### config.mk
export PLATFORM = sky130hd
export DESIGN_NAME = sensor_roi_mode_write_sequencer_top
export DESIGN_NICKNAME = d
export VERILOG_FILES = /design/src/srmws_pkg.sv /design/src/srmws_front.sv /design/src/srmws_queue.sv /design/src/srmws_back.sv /design/src/sensor_roi_mode_write_sequencer_top.sv
export VERILOG_INCLUDE_DIRS = /design/src /design/src/src
export SDC_FILE = /design/constraint.sdc
export NUM_CORES = 1
export LEC_CHECK = 0
export BUFFER_PORTS_ARGS = -buffer_cell sky130_fd_sc_hd__buf_4
export CORE_MARGIN = 2
export CORE_UTILIZATION = 36
export CTS_CLUSTER_DIAMETER = 30
export CTS_CLUSTER_SIZE = 20
export DETAILED_ROUTE_END_ITERATION = 7
export SYNTH_ARGS = -nofsm -noshare
export SYNTH_HDL_FRONTEND = slang
export SYNTH_SLANG_ARGS = --single-unit
### constraint.sdc
create_clock -name clk -period 15.1 [get_ports clk]
set_input_delay 3.02 -clock clk [delete_from_list [all_inputs] [get_ports clk]]
set_output_delay 3.02 -clock clk [all_outputs]
set_load 0.02 [all_outputs]
### src/sensor_roi_mode_write_sequencer_top_macros.svh
// Assertion helpers used by the sequencer back end.
`ifndef SENSOR_ROI_MODE_WRITE_SEQUENCER_TOP_MACROS_SVH
`define SENSOR_ROI_MODE_WRITE_SEQUENCER_TOP_MACROS_SVH

// Checked on rising clk edges, disabled while rst is high.
`define SRMWS_ASSERT(lbl, prop, msg) \
  lbl: assert property (@(posedge clk) disable iff (rst) prop) else $error(msg);

// Checked on rising clk edges, reset included.
`define SRMWS_ASSERT_ALWAYS(lbl, prop, msg) \
  lbl: assert property (@(posedge clk) prop) else $error(msg);

`endif

### src/srmws_pkg.sv
`default_nettype none
package srmws_pkg;

  // Write limit per request and pixel array size.
  localparam int MAX_WRITES    = 64;
  localparam int ARRAY_COLUMNS = 8000;
  localparam int ARRAY_ROWS    = 6000;

  typedef enum logic [1:0] {
    ST_OK         = 2'd0,
    ST_BAD_BIN    = 2'd1,
    ST_BAD_REGION = 2'd2,
    ST_OVERFLOW   = 2'd3
  } status_t;

  // Classified request handed from the front to the back.
  typedef struct packed {
    status_t     status;
    logic [2:0]  bin;
    logic [15:0] x;
    logic [15:0] y;
    logic [15:0] xe;
    logic [15:0] ye;
    logic [15:0] ow;
    logic [15:0] oh;
  } cmd_t;

  // One result word.
  typedef struct packed {
    logic        write_valid;
    logic [15:0] reg_address;
    logic [7:0]  reg_value;
    logic [15:0] out_width;
    logic [15:0] out_height;
    status_t     status;
    logic        last;
  } res_t;

endpackage
`default_nettype wire

### src/srmws_front.sv
`default_nettype none
module srmws_front (
  input  wire logic               s_tvalid,
  output logic                    s_tready,
  input  wire logic [15:0]        roi_x,
  input  wire logic [15:0]        roi_y,
  input  wire logic [15:0]        roi_width,
  input  wire logic [15:0]        roi_height,
  input  wire logic [7:0]         binning,
  output logic                    push_valid,
  input  wire logic               push_ready,
  output srmws_pkg::cmd_t         push_cmd
);

  localparam logic [16:0] COL_LIM = 17'(srmws_pkg::ARRAY_COLUMNS);
  localparam logic [16:0] ROW_LIM = 17'(srmws_pkg::ARRAY_ROWS);

  logic        bin_ok;
  logic [1:0]  align_mask;
  logic        misaligned;
  logic [16:0] x_end_excl;
  logic [16:0] y_end_excl;
  logic        region_bad;

  assign s_tready   = push_ready;
  assign push_valid = s_tvalid;

  // Checks and derived geometry
  always_comb begin
    bin_ok     = (binning == 8'd1) || (binning == 8'd2) || (binning == 8'd4);
    align_mask = (binning == 8'd4) ? 2'b11 : ((binning == 8'd2) ? 2'b01 : 2'b00);
    misaligned = |((roi_x[1:0] | roi_y[1:0] | roi_width[1:0] | roi_height[1:0])
                   & align_mask);
    x_end_excl = {1'b0, roi_x} + {1'b0, roi_width};
    y_end_excl = {1'b0, roi_y} + {1'b0, roi_height};
    region_bad = (roi_width == 16'd0) || (roi_height == 16'd0) || misaligned ||
                 (x_end_excl > COL_LIM) || (y_end_excl > ROW_LIM);

    push_cmd     = '0;
    push_cmd.bin = binning[2:0];
    push_cmd.x   = roi_x;
    push_cmd.y   = roi_y;
    push_cmd.xe  = x_end_excl[15:0] - 16'd1;
    push_cmd.ye  = y_end_excl[15:0] - 16'd1;
    if (!bin_ok) begin
      push_cmd.status = srmws_pkg::ST_BAD_BIN;
    end else if (region_bad) begin
      push_cmd.status = srmws_pkg::ST_BAD_REGION;
    end else begin
      push_cmd.status = srmws_pkg::ST_OK;
      // binning of 1, 2 or 4 is a plain shift
      case (binning)
        8'd4: begin
          push_cmd.ow = {2'b00, roi_width[15:2]};
          push_cmd.oh = {2'b00, roi_height[15:2]};
        end
        8'd2: begin
          push_cmd.ow = {1'b0, roi_width[15:1]};
          push_cmd.oh = {1'b0, roi_height[15:1]};
        end
        default: begin
          push_cmd.ow = roi_width;
          push_cmd.oh = roi_height;
        end
      endcase
    end
  end

endmodule
`default_nettype wire

### src/srmws_queue.sv
`default_nettype none
module srmws_queue (
  input  wire logic            clk,
  input  wire logic            rst,
  input  wire logic            push_valid,
  output logic                 push_ready,
  input  wire srmws_pkg::cmd_t push_cmd,
  output logic                 pop_valid,
  input  wire logic            pop_ready,
  output srmws_pkg::cmd_t      pop_cmd
);

  // two-entry queue between front and back
  srmws_pkg::cmd_t entries [2];
  logic       wr_ptr;
  logic       rd_ptr;
  logic [1:0] count;
  logic       do_push;
  logic       do_pop;

  assign push_ready = (count != 2'd2);
  assign pop_valid  = (count != 2'd0);
  assign pop_cmd    = entries[rd_ptr];
  assign do_push    = push_valid && push_ready;
  assign do_pop     = pop_valid && pop_ready;

  // Pointers and fill count
  always_ff @(posedge clk) begin
    if (rst) begin
      wr_ptr <= 1'b0;
      rd_ptr <= 1'b0;
      count  <= 2'd0;
    end else begin
      if (do_push) wr_ptr <= ~wr_ptr;
      if (do_pop)  rd_ptr <= ~rd_ptr;
      count <= count + {1'b0, do_push} - {1'b0, do_pop};
    end
  end

  // Entry storage
  always_ff @(posedge clk) begin
    if (do_push) entries[wr_ptr] <= push_cmd;
  end

endmodule
`default_nettype wire

### src/srmws_back.sv
`default_nettype none
`include "sensor_roi_mode_write_sequencer_top_macros.svh"
module srmws_back (
  input  wire logic            clk,
  input  wire logic            rst,
  input  wire logic            q_valid,
  output logic                 q_pop,
  input  wire srmws_pkg::cmd_t head,
  output logic                 m_tvalid,
  input  wire logic            m_tready,
  output srmws_pkg::res_t      m_res
);

  localparam logic [8:0]  MAX_W9 = 9'(srmws_pkg::MAX_WRITES);

  // sensor register map
  localparam logic [15:0] REG_STREAM    = 16'h0100;
  localparam logic [15:0] REG_HOLD      = 16'h0104;
  localparam logic [15:0] REG_X_START   = 16'h0344;
  localparam logic [15:0] REG_Y_START   = 16'h0346;
  localparam logic [15:0] REG_X_END     = 16'h0348;
  localparam logic [15:0] REG_Y_END     = 16'h034a;
  localparam logic [15:0] REG_OUT_W     = 16'h034c;
  localparam logic [15:0] REG_OUT_H     = 16'h034e;
  localparam logic [15:0] REG_BIN_MODE  = 16'h0900;
  localparam logic [15:0] REG_BIN_TYPE  = 16'h0901;
  localparam logic [15:0] REG_BIN_WGT   = 16'h0902;
  localparam logic [15:0] REG_DCROP_X   = 16'h0408;
  localparam logic [15:0] REG_DCROP_Y   = 16'h040a;
  localparam logic [15:0] REG_DCROP_W   = 16'h040c;
  localparam logic [15:0] REG_DCROP_H   = 16'h040e;

  localparam logic [5:0]  TUNE_FIRST    = 6'd25;
  localparam logic [5:0]  TUNE_LAST     = 6'd34;
  localparam logic [5:0]  END_BIN1      = 6'd35;
  localparam logic [5:0]  END_BINN      = 6'd25;

  localparam logic [15:0] TUNE_ADDR [10] = '{
    16'h3246, 16'h3247, 16'h3620, 16'h3c13, 16'h3f0c,
    16'h3f14, 16'h3f80, 16'h3f81, 16'h3f8c, 16'h3f8d
  };
  localparam logic [7:0]  TUNE_VAL [10] = '{
    8'h01, 8'h01, 8'h00, 8'h2a, 8'h00,
    8'h01, 8'h02, 8'h00, 8'h01, 8'h00
  };

  // address and byte of write number idx, packed {address, value}
  function automatic logic [23:0] wr_lookup(input logic [5:0] idx,
                                            input srmws_pkg::cmd_t c);
    logic       bin1;
    logic [3:0] ti;
    logic [23:0] r;
    bin1 = (c.bin == 3'd1);
    ti   = 4'(idx - TUNE_FIRST);
    r    = '0;
    if (bin1 && (idx >= TUNE_FIRST) && (idx <= TUNE_LAST)) begin
      r = {TUNE_ADDR[ti], TUNE_VAL[ti]};
    end else begin
      case (idx)
        6'd0:  r = {REG_STREAM, 8'h00};
        6'd1:  r = {REG_HOLD, 8'h01};
        6'd2:  r = {REG_X_START, c.x[15:8]};
        6'd3:  r = {REG_X_START + 16'd1, c.x[7:0]};
        6'd4:  r = {REG_Y_START, c.y[15:8]};
        6'd5:  r = {REG_Y_START + 16'd1, c.y[7:0]};
        6'd6:  r = {REG_X_END, c.xe[15:8]};
        6'd7:  r = {REG_X_END + 16'd1, c.xe[7:0]};
        6'd8:  r = {REG_Y_END, c.ye[15:8]};
        6'd9:  r = {REG_Y_END + 16'd1, c.ye[7:0]};
        6'd10: r = {REG_BIN_MODE, bin1 ? 8'h00 : 8'h01};
        6'd11: r = {REG_BIN_TYPE, 1'b0, c.bin, 1'b0, c.bin};
        6'd12: r = {REG_BIN_WGT, bin1 ? 8'h0a : 8'h08};
        6'd13: r = {REG_DCROP_X, 8'h00};
        6'd14: r = {REG_DCROP_X + 16'd1, 8'h00};
        6'd15: r = {REG_DCROP_Y, 8'h00};
        6'd16: r = {REG_DCROP_Y + 16'd1, 8'h00};
        6'd17: r = {REG_DCROP_W, c.ow[15:8]};
        6'd18: r = {REG_DCROP_W + 16'd1, c.ow[7:0]};
        6'd19: r = {REG_DCROP_H, c.oh[15:8]};
        6'd20: r = {REG_DCROP_H + 16'd1, c.oh[7:0]};
        6'd21: r = {REG_OUT_W, c.ow[15:8]};
        6'd22: r = {REG_OUT_W + 16'd1, c.ow[7:0]};
        6'd23: r = {REG_OUT_H, c.oh[15:8]};
        6'd24: r = {REG_OUT_H + 16'd1, c.oh[7:0]};
        6'd25: r = {REG_HOLD, 8'h00};
        6'd35: r = {REG_HOLD, 8'h00};
        default: r = '0;
      endcase
    end
    return r;
  endfunction

  logic [5:0]      idx;
  logic [5:0]      idx_next;
  logic [23:0]     wr;
  logic [5:0]      run_end;
  logic            at_limit;
  logic            out_load;
  srmws_pkg::res_t res;

  // Result for the current step of the head request
  always_comb begin
    wr       = wr_lookup(idx, head);
    run_end  = (head.bin == 3'd1) ? END_BIN1 : END_BINN;
    at_limit = ({3'b000, idx} == MAX_W9);
    res      = '0;
    if (head.status != srmws_pkg::ST_OK) begin
      res.status = head.status;
      res.last   = 1'b1;
    end else if (at_limit) begin
      res.out_width  = head.ow;
      res.out_height = head.oh;
      res.status     = srmws_pkg::ST_OVERFLOW;
      res.last       = 1'b1;
    end else begin
      res.write_valid = 1'b1;
      res.reg_address = wr[23:8];
      res.reg_value   = wr[7:0];
      res.out_width   = head.ow;
      res.out_height  = head.oh;
      res.status      = srmws_pkg::ST_OK;
      res.last        = (idx == run_end);
    end
  end

  // Output reg takes a queued word when empty or being drained
  assign out_load = q_valid && (!m_tvalid || m_tready);
  assign q_pop    = out_load && res.last;
  assign idx_next = q_pop ? 6'd0 : (out_load ? idx + 6'd1 : idx);

  always_ff @(posedge clk) begin
    if (rst) begin
      m_tvalid <= 1'b0;
      idx      <= 6'd0;
    end else begin
      idx <= idx_next;
      if (out_load) begin
        m_tvalid <= 1'b1;
      end else if (m_tready) begin
        m_tvalid <= 1'b0;
      end
    end
  end

  always_ff @(posedge clk) begin
    if (out_load) m_res <= res;
  end

  `SRMWS_ASSERT(a_pop_restarts, q_pop |=> (idx == 6'd0), "step count not cleared after request")
  `SRMWS_ASSERT(a_step_advances, (out_load && !res.last) |=> (idx == 6'($past(idx) + 6'd1)), "step count skipped")
  `SRMWS_ASSERT(a_error_single, (q_valid && (head.status != srmws_pkg::ST_OK)) |-> (idx == 6'd0), "rejected request mid-run")
  `SRMWS_ASSERT_ALWAYS(a_reset_empty, $past(rst) |-> !m_tvalid, "output valid right after reset")

endmodule
`default_nettype wire

### src/sensor_roi_mode_write_sequencer_top.sv
// ROI mode write sequencer. Each input word is one region-of-interest request
// (x, y, width, height, binning). A checked request produces its sensor write
// run on the output stream, one byte write per word per cycle while the output is
// not stalled: 26 words for binning 2 or 4, 36 for binning 1, then the next request,
// if already queued, follows with no gap. A rejected request yields a single status
// word; a run cut at the write limit ends with one extra overflow word. The output
// rate is set by the back-end step counter, which walks the write table one entry
// per cycle while words are taken. The front end classifies a request in the cycle
// it arrives and parks it in a two-entry queue. The request being streamed holds one
// entry until its last word is loaded, so one further request is taken while a run
// is streaming. Output words are held in a register until taken.
`default_nettype none
module sensor_roi_mode_write_sequencer_top (
  input  wire logic        clk,
  input  wire logic        rst,
  input  wire logic        s_axis_tvalid,
  output logic             s_axis_tready,
  // roi_x[15:0], roi_y[31:16], roi_width[47:32], roi_height[63:48], binning[71:64]
  input  wire logic [71:0] s_axis_tdata,
  output logic             m_axis_tvalid,
  input  wire logic        m_axis_tready,
  // reg_address[15:0], reg_value[23:16], out_width[39:24], out_height[55:40], zero[63:56]
  output logic [63:0]      m_axis_tdata,
  // write_valid[0], status[2:1]
  output logic [2:0]       m_axis_tuser,
  output logic             m_axis_tlast
);

  logic            push_valid;
  logic            push_ready;
  srmws_pkg::cmd_t push_cmd;
  logic            pop_valid;
  logic            pop_ready;
  srmws_pkg::cmd_t pop_cmd;
  srmws_pkg::res_t res;

  srmws_front u_front (
    .s_tvalid   (s_axis_tvalid),
    .s_tready   (s_axis_tready),
    .roi_x      (s_axis_tdata[15:0]),
    .roi_y      (s_axis_tdata[31:16]),
    .roi_width  (s_axis_tdata[47:32]),
    .roi_height (s_axis_tdata[63:48]),
    .binning    (s_axis_tdata[71:64]),
    .push_valid (push_valid),
    .push_ready (push_ready),
    .push_cmd   (push_cmd)
  );

  srmws_queue u_queue (
    .clk        (clk),
    .rst        (rst),
    .push_valid (push_valid),
    .push_ready (push_ready),
    .push_cmd   (push_cmd),
    .pop_valid  (pop_valid),
    .pop_ready  (pop_ready),
    .pop_cmd    (pop_cmd)
  );

  srmws_back u_back (
    .clk      (clk),
    .rst      (rst),
    .q_valid  (pop_valid),
    .q_pop    (pop_ready),
    .head     (pop_cmd),
    .m_tvalid (m_axis_tvalid),
    .m_tready (m_axis_tready),
    .m_res    (res)
  );

  // Output word packing
  assign m_axis_tdata = {8'h00, res.out_height, res.out_width, res.reg_value,
                         res.reg_address};
  assign m_axis_tuser = {res.status, res.write_valid};
  assign m_axis_tlast = res.last;

endmodule
`default_nettype wire
== After elaboration in Yosys (flattened, before gate mapping) ==
Memories as Yosys holds them, arrays and structs flattened. A register that Yosys moved wholly into a read port is not among the register bits.
Cells that the tools add are included.
Widths: inputs -> output; s select.

* $add $sub $neg: 8
* $mul: 0
* Div/mod/pow operators: 0
* $lt $le $gt $ge: 5
* Equality and inequality tests: 32
* Shift operators: 0
* Muxes and demuxes: 24
* Bitwise operators: 7
* Reductions and logical operators: 23

{| class="wikitable"
|+ Operators by type and width
! operator !! count
|-
| $pmux 20 s26 || 1
|-
| $mux 32 || 2
|-
| $pmux 32 s2 || 1
|-
| $eq 6x5->1 const B || 10
|-
| $mux 57 || 1
|-
| $eq 6x4->1 const B || 8
|-
| $add 16x16->17 || 2
|-
| $gt 17x13->1 const B || 2
|-
| $logic_not 16->1 || 2
|-
| $mux 16 || 2
|-
| $sub 16x1->16 const B || 2
|-
| $eq 6x3->1 const B || 4
|-
| $mux 24 || 1
|-
| $mux 8 || 2
|-
| $eq 6x2->1 const B || 2
|-
| $mux 1 || 9
|-
| $eq 8x1->1 const B || 1
|-
| $eq 8x2->1 const B || 1
|-
| $eq 8x3->1 const B || 1
|-
| $mux 2 || 4
|-
| $logic_or 1x1->1 || 7
|-
| $add 6x1->6 const B || 1
|-
| $eq 6x1->1 const B || 1
|-
| $eq 6x6->1 || 1
|-
| 19 further kinds || 31
|}

* Flip-flop bits (word level): 71
* Latch bits: 0
* RAM bits: 202
* ROM bits: 384
* Word-level logic and storage cells: 114
* Memories: 3

{| class="wikitable"
|+ Memories
! memory !! words !! width !! read ports !! clocked after Yosys merged registers in !! write ports !! line !! source
|-
| (name not given) || 16 || 16 || 1 || 0 || 0 || srmws_back.sv:57 || <nowiki>r = {TUNE_ADDR[ti], TUNE_VAL[ti]};</nowiki>
|-
| u_queue.entries || 2 || 101 || 1 || 1 || 1 || srmws_queue.sv:14 || <nowiki>srmws_pkg::cmd_t entries [2];</nowiki>
|-
| (name not given) || 16 || 8 || 1 || 0 || 0 || srmws_back.sv:57 ||
|}

== Logic depth before layout (Yosys ltp) ==
* Depth after elaboration: 10
* Depth in mapped cells: 14

== By module ==
Synthesis repeated with hierarchy kept, for this count alone.

* Cells, all modules: 1268
* Area, all modules: 15830.2 um2

{| class="wikitable"
|+ By module, submodules not included
! module !! times used !! cells each !! area each (um2) !! seq. area each (um2)
|-
| srmws_queue || 1 || 338 || 7967.6 || 6165.9
|-
| srmws_back || 1 || 418 || 4161.5 || 1851.8
|-
| srmws_front || 1 || 503 || 3637.2 || 0.0
|-
| sensor_roi_mode_write_sequencer_top || 1 || 9 || 63.8 || 0.0
|}

== Worst setup path before layout ==
No wires, ideal clock.

* Kind: input to register
* From: in s_axis_tvalid
* To: mem u_queue.entries[0][0] in the netlist's numbering (enable)
* Library setup time: 562 ps
* Arrival: 7317 ps
* Data required time: 14538 ps
* Setup slack: 7222 ps
* Cell stages on the path: 2
* Cell sequence: nand2_1 > nor2_1

* Cells in the longest elaborated chain, start to end: 3

{| class="wikitable"
|+ RTL lines
! element !! line !! source
|-
| from (decl) || sensor_roi_mode_write_sequencer_top.sv:16 || <nowiki>input wire logic s_axis_tvalid,</nowiki>
|-
| $logic_and 1x1->1 || srmws_queue.sv:24 || <nowiki>assign do_push = push_valid && push_ready;</nowiki>
|-
| $mux 1 || srmws_queue.sv:42 || <nowiki>if (do_push) entries[wr_ptr] <= push_cmd;</nowiki>
|-
| $mux 1 (not written as such) || srmws_queue.sv:42 ||
|-
| to (decl) || srmws_queue.sv:14 ||
|}

Every way passes these cells.

==> results_dict.tcl <==
set metrics [dict create \
    status "completed" \
    final-max-slew-violation-count 0 \
    rows 73 \
    ios 146 \
    die_h_um 203.9 \
    fin_skew_ns 0.02003 \
    numCtsBuffers 60 \
    holdWs_ns 0.5007 \
    p_int_uw 2171 \
    crit_type "in2reg" \
    worst_setup_path_end_kind "register" \
    fin_tns_setup_ns 0 \
    reg2reg_depth 8 \
    switchingPower_uw 1025 \
    coreArea_mm2 0.03955 \
    slowest_delay_ns 0.69 \
    holdPathStages 2 \
    clock_path_buffers 3 \
    drt-initial-drc-count 944 \
    grt_pass1_vias 10290 \
    min_period_ns 6.181 \
    viasPerCell 5.668 \
    hpwl_um 31750 \
    sequentialPowerShare 0.334 \
    cts_tree "done" \
    syn_to_final_growth_pct 24.63 \
    yosysWarningCount 0 \
    cts.sinks 271 \
    clkLatencyLatePin_ns 0.59 \
    ys.flop_type "edfxtp_1" \
    grt_remaining_overflow 0 \
    p_comb_frac 0.247 \
    final_common_cell "edfxtp_1" \
    cts_hold_buffers 0 \
    clock-root-buffer "clkbuf_16" \
    cts_setup_buffers 0 \
    via_count 10800 \
    max_freq_mhz 161.8 \
    synth_edf_count 259 \
    fin_util 0.4533 \
    power_density_mw_per_mm2 178.3 \
    p_leak_uw 0.006374 \
    cp_cell_sequence "buf_4 -> ha_1 -> inv_1 -> fa_1 -> nor2b_1 -> o211ai_1 -> a21oi_1 -> a21o_1 -> xnor2_1 -> or4_1 -> nand4b_2 -> nor4_1" \
    wire_per_inst_um 23.10 \
    tightest_slew_ns 1.185 \
    grt_util_all_layers 0.2077 \
    async_reset_ff_frac 0 \
    final-seq-area_mm2 0.008021 \
    critical_path.slowest_cell "nand4b_2" \
    die_area_mm2 0.04157 \
    hp-class "reg2reg" \
    slew_headroom 0.1987 \
    finalHoldViolations 0 \
    finalCritPeriodShare 0.4093 \
    synth_cell_types 85 \
    p_sw_frac 0.3206 \
    syn_area_mm2 0.01439 \
    rsz0062_at_grt "no" \
    critPathLaunchType "primary input" \
    grt_pass1_wl_um 64400 \
    ys_seq_elements 271 \
    final_layout_size_suffix_gt1_frac 0.2266 \
    antennaDiodeCount 0 \
    fillers 3568 \
    ctsResizeCount 0 \
    avgSynthCellArea_um2 12.08 \
    power.share.clock 0.418 \
    multiInputGateArea_mm2 0.005933 \
    wl_um 44030 \
    ant_nets 0 \
    antenna_found_initial 0 \
    route.detailed.drc 0 \
    synth_seq_area_share 0.5574 \
    peakVddDrop_v 0.0001033 \
    io_buffer_count 135 \
    path_clk_slew_ns 0.05 \
    grt_max_degree 74 \
    setup_ws_ns 8.919 \
    layout_common_cells "edfxtp_1, buf_4, nor2_1, mux2i_1, nand2_1" \
    gp_congestion 0.9024 \
    timing.max_cap.violations 0 \
    drt_first_pass_iters 7 \
    cp_data_arrival_time_ns 6.53 \
    start_util 0.3637 \
    syn_inst 1191 \
    path_max_fanout 18 \
    dieWidth_um 203.9 \
    required_ns 15.45 \
    nets 1454 \
    h-tree-depth 2 \
    place_ws_ns 8.370 \
    finalSetupViolations 0 \
]
## power by group through the flow
stage / Clock [µW] / Combinational, µW / Sequential [µW]
3_3_place_gp: 0 / 783 / 1080
2_1_floorplan: 0 / 422 / 1150
4_1_cts: 1350 / 789 / 1070
6_report: 1340 / 791 / 1070
5_1_grt: 1390 / 847 / 1080
3_5_place_dp: 0 / 785 / 1080
## kinds of logic after synthesis
group	after synthesis	share of synthesized area
adder cells (fa/ha/maj)	48	0.04279
other	1	0.0002607
buffers and inverters	107	0.03514
flip-flops	271	0.5574
XOR/XNOR	61	0.03714
AO/OA/AOI/OAI	263	0.1285
AND/OR/NAND/NOR	363	0.1449
multiplexers	77	0.05393
## routing by layer
layer / part of all wire / up-vias / track usage
li1: - / 4940 / -
met1: 0.44 / 5252 / 0.2922
met2: 0.45 / 523 / 0.3225
met3: 0.078 / 88 / 0.03460
met4: 0.031 / 0 / 0.07586
met5: 0 / - / 0
## stage by stage
step	power, µW	instances	area [µm²]
2_1_floorplan	1577	1200	14420
3_3_place_gp	1863	1793	15820
3_5_place_dp	1869	1793	15820
4_1_cts	3211	1906	17930
5_1_grt	3318	1906	17930
6_report	3196	1906	17930
## final cells by class
class	count	share of cell area
repair buffers	146	0.06113
multi-input cells	822	0.3309
flip-flops and latches	271	0.4474
well taps	525	0.03664
inverters	29	0.006072
clock inverters	51	0.03364
clock buffers	62	0.08417
## sequential cells by signal, summed over array words and instances (netlist names), named ones only
name	count
u_back.idx	6
u_queue.entries	202
u_queue.rd_ptr	1
u_queue.wr_ptr	1
u_queue.count	2
u_back.m_tvalid	1
u_back.m_res	57
## worst max-delay path, delay by kind of cell
family / cells / cell delay (ns)
AO/OA/AOI/OAI: 3 / 0.76
buffers and inverters: 2 / 0.18
XOR/XNOR: 1 / 0.21
AND/OR/NAND/NOR: 4 / 1.73
adder cells (fa/ha/maj): 2 / 0.61
## path summary, 6_finish.rpt
kind | startpoint | end | slack, ns
min | u_back.m_tvalid | u_back.m_tvalid | 0.50
max | s_axis_tdata[48] | u_queue.entries[1][0] | 8.92
max reg2reg | u_back.idx[3] | u_back.m_res[41] | 10.84
min reg2reg | u_back.m_tvalid | u_back.m_tvalid | 0.50
## cell usage after synthesis (12+ instances only)
master    number  area share
edfxtp_1     259        0.54
nor2_1        99       0.026
mux2i_1       73       0.051
nand2_1       62       0.016
a21oi_1       54       0.019
ha_1          46       0.040
clkbuf_1      34      0.0089
xnor2_1       34       0.021
o22ai_1       33       0.014
nor4_2        30       0.026
inv_1         29      0.0076
xor2_1        27       0.016
a22oi_1       26       0.014
nor3_1        25      0.0087
nor4_1        24       0.010
nand3_1       23      0.0080
o21ai_0       21      0.0073
a22o_1        17       0.010
nand2b_1      17      0.0074
buf_2         16      0.0056
nand4_1       14      0.0061
a21o_1        13      0.0068
a222oi_1      12      0.0084
buf_4         12      0.0063
dfxtp_1       12       0.017
(Power assumes the default switching activity.)
